===== src/pcg32_bounded_generator_top_macros.svh =====
// Assertion macros for the PCG32 bounded generator.
// Every property is sampled on the rising clock edge and is off during reset.
`ifndef PCG32_BOUNDED_GENERATOR_TOP_MACROS_SVH
`define PCG32_BOUNDED_GENERATOR_TOP_MACROS_SVH
`ifndef NO_ASSERTIONS
`define PCG_ASSERT_SAME(label, ante, cons, msg) \
   label: assert property (@(posedge clock) disable iff (reset) (ante) |-> (cons)) \
      else $error(msg);
`define PCG_ASSERT_NEXT(label, ante, cons, msg) \
   label: assert property (@(posedge clock) disable iff (reset) (ante) |=> (cons)) \
      else $error(msg);
`else
`define PCG_ASSERT_SAME(label, ante, cons, msg)
`define PCG_ASSERT_NEXT(label, ante, cons, msg)
`endif
`endif


===== src/pcg_pkg.sv =====
package pcg_pkg;

   localparam logic [63:0] PCG_MULT        = 64'h5851_f42d_4c95_7f2d;
   localparam logic [63:0] RESET_SEED_STATE = 64'h853c_49e6_748f_ea9b;
   localparam logic [63:0] RESET_SEED_SEQ   = 64'hda3e_39cb_94b9_5bdb;
   localparam logic [5:0]  DIV_STEPS        = 6'd32;

   typedef logic [1:0] mode_type;
   localparam mode_type MODE_RAW     = 2'd0;
   localparam mode_type MODE_BOUNDED = 2'd1;
   localparam mode_type MODE_RESEED  = 2'd2;

   // Operand pairs for the shared 32 x 32 multiplier.
   typedef logic [1:0] mul_sel_type;
   localparam mul_sel_type MUL_LL = 2'd0;
   localparam mul_sel_type MUL_HL = 2'd1;
   localparam mul_sel_type MUL_LH = 2'd2;

   typedef logic [1:0] acc_op_type;
   localparam acc_op_type ACC_HOLD  = 2'd0;
   localparam acc_op_type ACC_LOAD  = 2'd1;
   localparam acc_op_type ACC_ADDHI = 2'd2;

   typedef logic div_sel_type;
   localparam div_sel_type DIV_NEG_BOUND = 1'b0;
   localparam div_sel_type DIV_DRAW      = 1'b1;

   typedef logic [1:0] res_sel_type;
   localparam res_sel_type RES_ZERO    = 2'd0;
   localparam res_sel_type RES_LOW     = 2'd1;
   localparam res_sel_type RES_DRAW    = 2'd2;
   localparam res_sel_type RES_BOUNDED = 2'd3;

   typedef struct packed {
      logic        capture;
      logic        seed_init;
      logic        seed_add;
      mul_sel_type mul_sel;
      acc_op_type  acc_op;
      logic        state_adv;
      logic        draw_load;
      logic        div_start;
      div_sel_type div_sel;
      logic        limit_load;
      logic        res_load;
      res_sel_type res_sel;
   } dp_cmd_type;

   typedef struct packed {
      logic bound_zero;
      logic ge_limit;
      logic div_done;
   } dp_status_type;

   // XSH-RR output permutation of a 64-bit LCG state.
   function automatic logic [31:0] xsh_rr(input logic [63:0] s);
      logic [63:0] x;
      logic [31:0] mixed;
      logic [4:0]  rot;
      logic [63:0] both;
      x     = (s >> 18) ^ s;
      mixed = x[58:27];
      rot   = s[63:59];
      both  = {mixed, mixed} >> rot;
      return both[31:0];
   endfunction

endpackage


===== src/pcg_dp.sv =====
module pcg_dp (
   input  logic                   clock,
   input  logic                   reset,
   input  logic [31:0]            req_low_limit,
   input  logic [31:0]            req_high_limit,
   input  logic                   csr_write,
   input  logic                   csr_index,
   input  logic [63:0]            csr_data,
   input  pcg_pkg::dp_cmd_type    cmd,
   output pcg_pkg::dp_status_type status,
   output logic [31:0]            rsp_value
);

   logic [63:0] seed_state_ff, seed_state_in;
   logic [63:0] seed_seq_ff, seed_seq_in;
   logic [63:0] lcg_ff, lcg_in;
   logic [63:0] inc_ff, inc_in;
   logic [31:0] low_ff, low_in;
   logic [31:0] bound_ff, bound_in;
   logic [31:0] draw_ff, draw_in;
   logic [31:0] limit_ff, limit_in;
   logic [63:0] prod_ff;
   logic [63:0] acc_ff, acc_in;
   logic [31:0] rem_ff, rem_in;
   logic [31:0] dvd_ff, dvd_in;
   logic [5:0]  cnt_ff, cnt_in;
   logic [31:0] res_ff, res_in;

   logic [31:0] mul_a, mul_b;
   logic [63:0] mul_prod;
   logic [32:0] trial, diff;
   logic [31:0] rem_step;

   always_comb begin
      case (cmd.mul_sel)
         pcg_pkg::MUL_HL: begin
            mul_a = lcg_ff[63:32];
            mul_b = pcg_pkg::PCG_MULT[31:0];
         end
         pcg_pkg::MUL_LH: begin
            mul_a = lcg_ff[31:0];
            mul_b = pcg_pkg::PCG_MULT[63:32];
         end
         default: begin
            mul_a = lcg_ff[31:0];
            mul_b = pcg_pkg::PCG_MULT[31:0];
         end
      endcase
   end

   assign mul_prod = 64'(mul_a) * 64'(mul_b);

   // One restoring step of the remainder computation.
   assign trial    = {rem_ff, dvd_ff[31]};
   assign diff     = trial - {1'b0, bound_ff};
   assign rem_step = diff[32] ? trial[31:0] : diff[31:0];

   always_comb begin
      seed_state_in = seed_state_ff;
      seed_seq_in   = seed_seq_ff;
      if (csr_write) begin
         if (csr_index) begin
            seed_seq_in = csr_data;
         end else begin
            seed_state_in = csr_data;
         end
      end

      lcg_in = lcg_ff;
      inc_in = inc_ff;
      if (cmd.seed_init) begin
         inc_in = {seed_seq_ff[62:0], 1'b1};
         lcg_in = '0;
      end else if (cmd.seed_add) begin
         lcg_in = lcg_ff + seed_state_ff;
      end else if (cmd.state_adv) begin
         lcg_in = acc_ff + inc_ff;
      end

      case (cmd.acc_op)
         pcg_pkg::ACC_LOAD:  acc_in = prod_ff;
         pcg_pkg::ACC_ADDHI: acc_in = {acc_ff[63:32] + prod_ff[31:0], acc_ff[31:0]};
         default:            acc_in = acc_ff;
      endcase

      low_in   = cmd.capture ? req_low_limit : low_ff;
      bound_in = cmd.capture ? (req_high_limit - req_low_limit) : bound_ff;
      draw_in  = cmd.draw_load ? pcg_pkg::xsh_rr(lcg_ff) : draw_ff;
      limit_in = cmd.limit_load ? rem_ff : limit_ff;

      rem_in = rem_ff;
      dvd_in = dvd_ff;
      cnt_in = cnt_ff;
      if (cmd.div_start) begin
         rem_in = '0;
         dvd_in = (cmd.div_sel == pcg_pkg::DIV_DRAW) ? draw_ff : (32'd0 - bound_ff);
         cnt_in = pcg_pkg::DIV_STEPS;
      end else if (cnt_ff != '0) begin
         rem_in = rem_step;
         dvd_in = {dvd_ff[30:0], 1'b0};
         cnt_in = cnt_ff - 6'd1;
      end

      res_in = res_ff;
      if (cmd.res_load) begin
         case (cmd.res_sel)
            pcg_pkg::RES_LOW:     res_in = low_ff;
            pcg_pkg::RES_DRAW:    res_in = draw_ff;
            pcg_pkg::RES_BOUNDED: res_in = low_ff + rem_ff;
            default:              res_in = '0;
         endcase
      end
   end

   always_ff @(posedge clock) begin
      if (reset) begin
         seed_state_ff <= pcg_pkg::RESET_SEED_STATE;
         seed_seq_ff   <= pcg_pkg::RESET_SEED_SEQ;
         cnt_ff        <= '0;
      end else begin
         seed_state_ff <= seed_state_in;
         seed_seq_ff   <= seed_seq_in;
         cnt_ff        <= cnt_in;
      end
   end

   always_ff @(posedge clock) begin
      lcg_ff   <= lcg_in;
      inc_ff   <= inc_in;
      low_ff   <= low_in;
      bound_ff <= bound_in;
      draw_ff  <= draw_in;
      limit_ff <= limit_in;
      prod_ff  <= mul_prod;
      acc_ff   <= acc_in;
      rem_ff   <= rem_in;
      dvd_ff   <= dvd_in;
      res_ff   <= res_in;
   end

   assign status.bound_zero = (bound_ff == '0);
   assign status.ge_limit   = (draw_ff >= limit_ff);
   assign status.div_done   = (cnt_ff == '0);
   assign rsp_value         = res_ff;

endmodule


===== src/pcg_ctrl.sv =====
module pcg_ctrl (
   input  logic                   clock,
   input  logic                   reset,
   input  logic                   req_tvalid,
   output logic                   req_tready,
   input  pcg_pkg::mode_type      req_mode,
   output logic                   rsp_tvalid,
   input  logic                   rsp_tready,
   output logic                   csr_ready,
   input  pcg_pkg::dp_status_type status,
   output pcg_pkg::dp_cmd_type    cmd
);

   localparam logic [3:0] ST_IDLE      = 4'd0;
   localparam logic [3:0] ST_SEED_ZERO = 4'd1;
   localparam logic [3:0] ST_SEED_ADV1 = 4'd2;
   localparam logic [3:0] ST_SEED_ADD  = 4'd3;
   localparam logic [3:0] ST_SEED_ADV2 = 4'd4;
   localparam logic [3:0] ST_RAW_ADV   = 4'd5;
   localparam logic [3:0] ST_BND_START = 4'd6;
   localparam logic [3:0] ST_LIM_DIV   = 4'd7;
   localparam logic [3:0] ST_BND_ADV   = 4'd8;
   localparam logic [3:0] ST_BND_CHK   = 4'd9;
   localparam logic [3:0] ST_BND_DIV   = 4'd10;
   localparam logic [3:0] ST_RESULT    = 4'd11;

   localparam logic [2:0] PH_LAST = 3'd4;

   logic [3:0]           state_ff, state_in;
   logic [2:0]           ph_ff, ph_in;
   logic                 init_ff, init_in;
   logic                 valid_ff, valid_in;
   pcg_pkg::res_sel_type res_sel_ff, res_sel_in;
   logic                 adv_active;
   logic                 adv_end;
   logic                 out_free;

   assign adv_active = state_ff inside {ST_SEED_ADV1, ST_SEED_ADV2, ST_RAW_ADV, ST_BND_ADV};
   assign adv_end    = adv_active && (ph_ff == PH_LAST);
   assign out_free   = !valid_ff || rsp_tready;
   assign req_tready = (state_ff == ST_IDLE);
   assign csr_ready  = !init_ff;
   assign rsp_tvalid = valid_ff;

   always_comb begin
      cmd        = '0;
      state_in   = state_ff;
      init_in    = init_ff;
      res_sel_in = res_sel_ff;
      ph_in      = (adv_active && !adv_end) ? ph_ff + 3'd1 : 3'd0;

      // State advance: three partial products, then add the increment.
      if (adv_active) begin
         case (ph_ff)
            3'd0: begin
               cmd.mul_sel   = pcg_pkg::MUL_LL;
               cmd.draw_load = 1'b1;
            end
            3'd1: begin
               cmd.mul_sel = pcg_pkg::MUL_HL;
               cmd.acc_op  = pcg_pkg::ACC_LOAD;
            end
            3'd2: begin
               cmd.mul_sel = pcg_pkg::MUL_LH;
               cmd.acc_op  = pcg_pkg::ACC_ADDHI;
            end
            3'd3: begin
               cmd.acc_op = pcg_pkg::ACC_ADDHI;
            end
            default: begin
               cmd.state_adv = 1'b1;
            end
         endcase
      end

      case (state_ff)
         ST_IDLE: begin
            if (req_tvalid) begin
               cmd.capture = 1'b1;
               case (req_mode)
                  pcg_pkg::MODE_RAW:     state_in = ST_RAW_ADV;
                  pcg_pkg::MODE_BOUNDED: state_in = ST_BND_START;
                  pcg_pkg::MODE_RESEED:  state_in = ST_SEED_ZERO;
                  default: begin
                     res_sel_in = pcg_pkg::RES_ZERO;
                     state_in   = ST_RESULT;
                  end
               endcase
            end
         end
         ST_SEED_ZERO: begin
            cmd.seed_init = 1'b1;
            state_in      = ST_SEED_ADV1;
         end
         ST_SEED_ADV1: begin
            if (adv_end) begin
               state_in = ST_SEED_ADD;
            end
         end
         ST_SEED_ADD: begin
            cmd.seed_add = 1'b1;
            state_in     = ST_SEED_ADV2;
         end
         ST_SEED_ADV2: begin
            if (adv_end) begin
               if (init_ff) begin
                  init_in  = 1'b0;
                  state_in = ST_IDLE;
               end else begin
                  res_sel_in = pcg_pkg::RES_ZERO;
                  state_in   = ST_RESULT;
               end
            end
         end
         ST_RAW_ADV: begin
            if (adv_end) begin
               res_sel_in = pcg_pkg::RES_DRAW;
               state_in   = ST_RESULT;
            end
         end
         ST_BND_START: begin
            if (status.bound_zero) begin
               res_sel_in = pcg_pkg::RES_LOW;
               state_in   = ST_RESULT;
            end else begin
               cmd.div_start = 1'b1;
               cmd.div_sel   = pcg_pkg::DIV_NEG_BOUND;
               state_in      = ST_LIM_DIV;
            end
         end
         ST_LIM_DIV: begin
            if (status.div_done) begin
               cmd.limit_load = 1'b1;
               state_in       = ST_BND_ADV;
            end
         end
         ST_BND_ADV: begin
            if (adv_end) begin
               state_in = ST_BND_CHK;
            end
         end
         ST_BND_CHK: begin
            // A draw below the rejection threshold is thrown away.
            if (status.ge_limit) begin
               cmd.div_start = 1'b1;
               cmd.div_sel   = pcg_pkg::DIV_DRAW;
               state_in      = ST_BND_DIV;
            end else begin
               state_in = ST_BND_ADV;
            end
         end
         ST_BND_DIV: begin
            if (status.div_done) begin
               res_sel_in = pcg_pkg::RES_BOUNDED;
               state_in   = ST_RESULT;
            end
         end
         ST_RESULT: begin
            if (out_free) begin
               cmd.res_load = 1'b1;
               cmd.res_sel  = res_sel_ff;
               state_in     = ST_IDLE;
            end
         end
         default: begin
            state_in = ST_IDLE;
         end
      endcase

      valid_in = cmd.res_load ? 1'b1 : (rsp_tready ? 1'b0 : valid_ff);
   end

   always_ff @(posedge clock) begin
      if (reset) begin
         state_ff   <= ST_SEED_ZERO;
         ph_ff      <= '0;
         init_ff    <= 1'b1;
         valid_ff   <= 1'b0;
         res_sel_ff <= pcg_pkg::RES_ZERO;
      end else begin
         state_ff   <= state_in;
         ph_ff      <= ph_in;
         init_ff    <= init_in;
         valid_ff   <= valid_in;
         res_sel_ff <= res_sel_in;
      end
   end

endmodule


===== src/pcg32_bounded_generator_top.sv =====
// PCG32 generator, one item at a time: a new beat is taken the cycle after a result loads.
// Bounded draw: two 32-step passes of the restoring remainder unit and the shared
// multiply-add per draw.
// Reset is synchronous, active high; after it a seeding pass runs with
// req_tready and csr_ready low.
`include "pcg32_bounded_generator_top_macros.svh"
module pcg32_bounded_generator_top (
   input  logic        clock,
   input  logic        reset,
   input  logic        req_tvalid,
   output logic        req_tready,
   input  logic [63:0] req_tdata,  // low_limit[31:0], high_limit[63:32]
   input  logic [1:0]  req_tuser,  // mode[1:0]
   output logic        rsp_tvalid,
   input  logic        rsp_tready,
   output logic [31:0] rsp_tdata,  // value[31:0]
   input  logic        csr_valid,
   output logic        csr_ready,
   input  logic        csr_index,
   input  logic [63:0] csr_data
);

   pcg_pkg::dp_cmd_type    cmd;
   pcg_pkg::dp_status_type status;
   logic                   csr_write;

   assign csr_write = csr_valid && csr_ready;

   pcg_ctrl u_ctrl (
      .clock      (clock),
      .reset      (reset),
      .req_tvalid (req_tvalid),
      .req_tready (req_tready),
      .req_mode   (req_tuser),
      .rsp_tvalid (rsp_tvalid),
      .rsp_tready (rsp_tready),
      .csr_ready  (csr_ready),
      .status     (status),
      .cmd        (cmd)
   );

   pcg_dp u_dp (
      .clock          (clock),
      .reset          (reset),
      .req_low_limit  (req_tdata[31:0]),
      .req_high_limit (req_tdata[63:32]),
      .csr_write      (csr_write),
      .csr_index      (csr_index),
      .csr_data       (csr_data),
      .cmd            (cmd),
      .status         (status),
      .rsp_value      (rsp_tdata)
   );

   `PCG_ASSERT_SAME(a_no_overwrite, cmd.res_load, !rsp_tvalid || rsp_tready, "result overwritten")
   `PCG_ASSERT_NEXT(a_load_shows, cmd.res_load, rsp_tvalid, "loaded result not presented")
   `PCG_ASSERT_NEXT(a_busy_after_beat, req_tvalid && req_tready, !req_tready, "second beat taken")
   `PCG_ASSERT_NEXT(a_div_runs, cmd.div_start, !status.div_done, "remainder unit done too early")

endmodule


===== config.mk =====
export PLATFORM = sky130hd
export DESIGN_NAME = pcg32_bounded_generator_top
export DESIGN_NICKNAME = d
export VERILOG_FILES = /design/src/pcg_pkg.sv /design/src/pcg_dp.sv /design/src/pcg_ctrl.sv /design/src/pcg32_bounded_generator_top.sv
export VERILOG_INCLUDE_DIRS = /design/src /design/src/src
export SDC_FILE = /design/constraint.sdc
export NUM_CORES = 2
export LEC_CHECK = 0
export BUFFER_PORTS_ARGS = -buffer_cell sky130_fd_sc_hd__buf_2
export CAP_MARGIN = 5
export CORE_UTILIZATION = 40
export DETAILED_ROUTE_END_ITERATION = 6
export PLACE_DENSITY = 0.63
export SETUP_SLACK_MARGIN = 0.2
export SLEW_MARGIN = 10
export SYNTH_ARGS = -nofsm -noshare
export SYNTH_HDL_FRONTEND = slang
export SYNTH_SLANG_ARGS = --single-unit
export TNS_END_PERCENT = 20

===== constraint.sdc =====
create_clock -name clock -period 28.2 [get_ports clock]
set_input_delay 2.82 -clock clock [delete_from_list [all_inputs] [get_ports clock]]
set_output_delay 2.82 -clock clock [all_outputs]
set_load 0.005 [all_outputs]

==> impl_results.md <==
* Post-detail-place hpwl at 158000 um
* 1st-pass router iterations at 5
* Critical R2R Capture: u_dp.prod_ff[60]
* Slew headroom at 14.7%
* Total global-route track usage at 25.0%
* Final worst-path cycle share at 40.3%
* Setup crit end kind: register
* Commonest non-fill, non-tap cell in the layout: inv_1
* Hold Crit Class: reg -> reg
* Async set-reset flop share out of synthesis at 0%
* Synth top area cells: fa_1, edfxtp_1, ha_1
* Total gr overflow at 0
* Share of cells above drive strength 1 at 7.05%
* Reg2reg path depth at 35
* IO buf count at 170
* Total Neg Setup Slack at 0 ns
* Via-to-Cell Ratio at 5.53
* Fin nets at 8185
* Core area at 0.152 sq mm
* WP data arrival at 11.89 ns
* CTS Buf Count at 71
* Clock Skew at 0.0351 ns
* Core Util, Final at 43.9%
* Num ports at 171
* Post-route DRC violation count at 0
* Fmax at 88.0 MHz
* Number of distinct library cells after synthesis at 100
* FP Rows at 143
* Routed WL at 197000 um
* Via count at 49143
* Initial core utilization at 40.3%
* Worst Hold Launch: u_dp.seed_seq_ff[38]
* Syn Area/Cell at 9.16 sq um
* # clock sinks at 622
* Ys flop type: edfxtp_1
* Clock slew at reported path FFs at 0.06 ns
* Die Y at 393 um
* Hold depth at 0
* Chip Width at 393 um
* Vias in the first global route at 48200
* Fin crit period at 11.36 ns
* Fill cells at 14817
* DRT iter0 DRCs at 4511
* CTS max path bufs at 3
* Seq/Total Area, Yosys at 25.5%
* Cells after synthesis at 6689
* CTS Hold Bufs at 0
* First-pass GRT wire length at 296000 um
* Most frequent cells in the layout: inv_1, ha_1, nand2_1
* Final setup fails at 0
* Worst skew pair latency at 0.66 ns
* Synth Warn # at 0
* Initial antenna violation count at 13
* Biggest cell delay along the critical path at 0.80 ns
* CTS H-tree depth at 3
* Post-cts sizing count at 0
* Crit path max fanout at 33
* Area grow syn2layout at 8.92%
* CTS tree: built
* Routed WL per cell at 22.1 um
* Reg2reg start: u_ctrl.state_ff[2]
* Status: complete, no violations
* Crit-path slowest cell: o41ai_1
* Area leader, netlist: fa_1
* Routability cong. at 0.972
* RSZ-0062 raised after global routing: no
* Total of max-cap violations at 0
* R2R setup slack at 16.84 ns
* Mapped cell area at 0.0613 sq mm
* EDFF count, synth at 319
* Startpoint class of the critical path: register
* Largest net degree at the start of global routing at 77
* Final hold violations at 0
* Hold Path Sink: u_dp.inc_ff[39]
* Max-slew violation count at 0
* Antenna Nets Post-Route at 0
* Critical Path RT at 28.73 ns
* Post-CTS setup buffers at 0
* Slew @ Worst Pin at 1.24 ns
* Die ar. at 0.155 sq mm
* Root Buffer: clkbuf_16
* Top cell type's share of synthesized area at 17.7%
* Seq cells post-synth at 622
* Crit Path Class: reg -> reg
[worst max-delay path, delay by kind of cell (launching register included)]
kind / cells / cell delay [ns]
AOI/OAI and AO/OA: 8 / 2.23
adders and majority gates: 9 / 4.02
buffers and inverters: 5 / 1.38
DFF: 1 / 0.61
muxes: 1 / 0.69
and+or+nand+nor: 12 / 2.29
[layout make-up]
class / count / area (sq um) / share of cell area [%]
multi-input cells: 4905 / 41300 / 61.9
flip-flops and latches: 622 / 15600 / 23.4
inverters: 965 / 3620 / 5.43
well taps: 2030 / 2540 / 3.80
clock buffers: 96 / 1950 / 2.92
repair buffers: 232 / 1320 / 1.97
clock inverters: 33 / 367 / 0.549
diodes: 4 / 10.0 / 0.0150
[flip-flops by register name (all words and copies together) (netlist names), 32 cells and up]
signal / cells
u_dp.draw_ff: 32
u_dp.acc_ff: 64
u_dp.prod_ff: 63
u_dp.lcg_ff: 64
u_dp.rem_ff: 32
u_dp.inc_ff: 63
u_dp.dvd_ff: 32
u_dp.limit_ff: 32
u_dp.seed_state_ff: 64
u_dp.rsp_value: 32
u_dp.seed_seq_ff: 63
u_dp.low_ff: 32
u_dp.bound_ff: 32
[cell families after synthesis]
kind of cell               share of synthesized area [%]
AOI/OAI and AO/OA                                   14.8
xor gates and xnor gates                            4.54
adders and majority gates                           32.2
buffers and inverters                               7.40
DFF                                                 25.5
muxes                                               3.08
other                                             0.0123
and+or+nand+nor                                     12.5
[how the worst max path moves through the flow]
| stage | from | endpoint | slack [ns] |
|---|---|---|---|
| global route | u_ctrl.state_ff[1] | u_dp.prod_ff[60] | 16.04 |
| floorplan | u_ctrl.state_ff[3] | u_dp.prod_ff[61] | 18.71 |
| CTS | u_ctrl.state_ff[1] | u_dp.prod_ff[60] | 16.84 |
| global placement | u_ctrl.state_ff[1] | u_dp.prod_ff[61] | 17.28 |
| detailed placement | u_ctrl.state_ff[1] | u_dp.prod_ff[60] | 16.86 |
| finish | u_ctrl.state_ff[2] | u_dp.prod_ff[60] | 16.84 |
[routing by layer]
metal / GRT usage [%] / part of all wire (%) / wire length (um) / up-vias
met4: 9.03 / 3.7 / 7330 / 2
met5: 0 / 0.0066 / 13 / -
li1: - / - / - / 23006
met1: 34.9 / 44 / 87400 / 24059
met3: 2.66 / 6.2 / 12100 / 328
met2: 39.9 / 46 / 89900 / 1748
[stage by stage]
step                      instances  setup slack [ns]  hold slack (ns)  area [sq um]
after CTS                      8883             16.84            0.428         66700
after global routing           8886             16.04            0.434         66800
after global placement         8754             17.28            0.412         64400
final                          8887             16.84            0.429         66800
after floorplan                6718             18.71            0.408         61400
after detailed placement       8754             16.86            0.415         64400
[cells in the mapped netlist (63+ instances only)]
cell / count
a21o_1: 204
a21oi_1: 500
clkbuf_1: 183
dfxtp_1: 303
edfxtp_1: 319
fa_1: 542
ha_1: 710
inv_1: 953
mux2_2: 63
mux2i_1: 109
nand2_1: 642
nand3_1: 145
nor2_1: 433
nor2b_1: 63
nor3_1: 86
o21ai_0: 300
xnor2_1: 210
xor2_1: 108
Power is left out: the tool's default activity adds up to more than one toggle a clock period on the data nets, which glitch-free logic cannot reach.
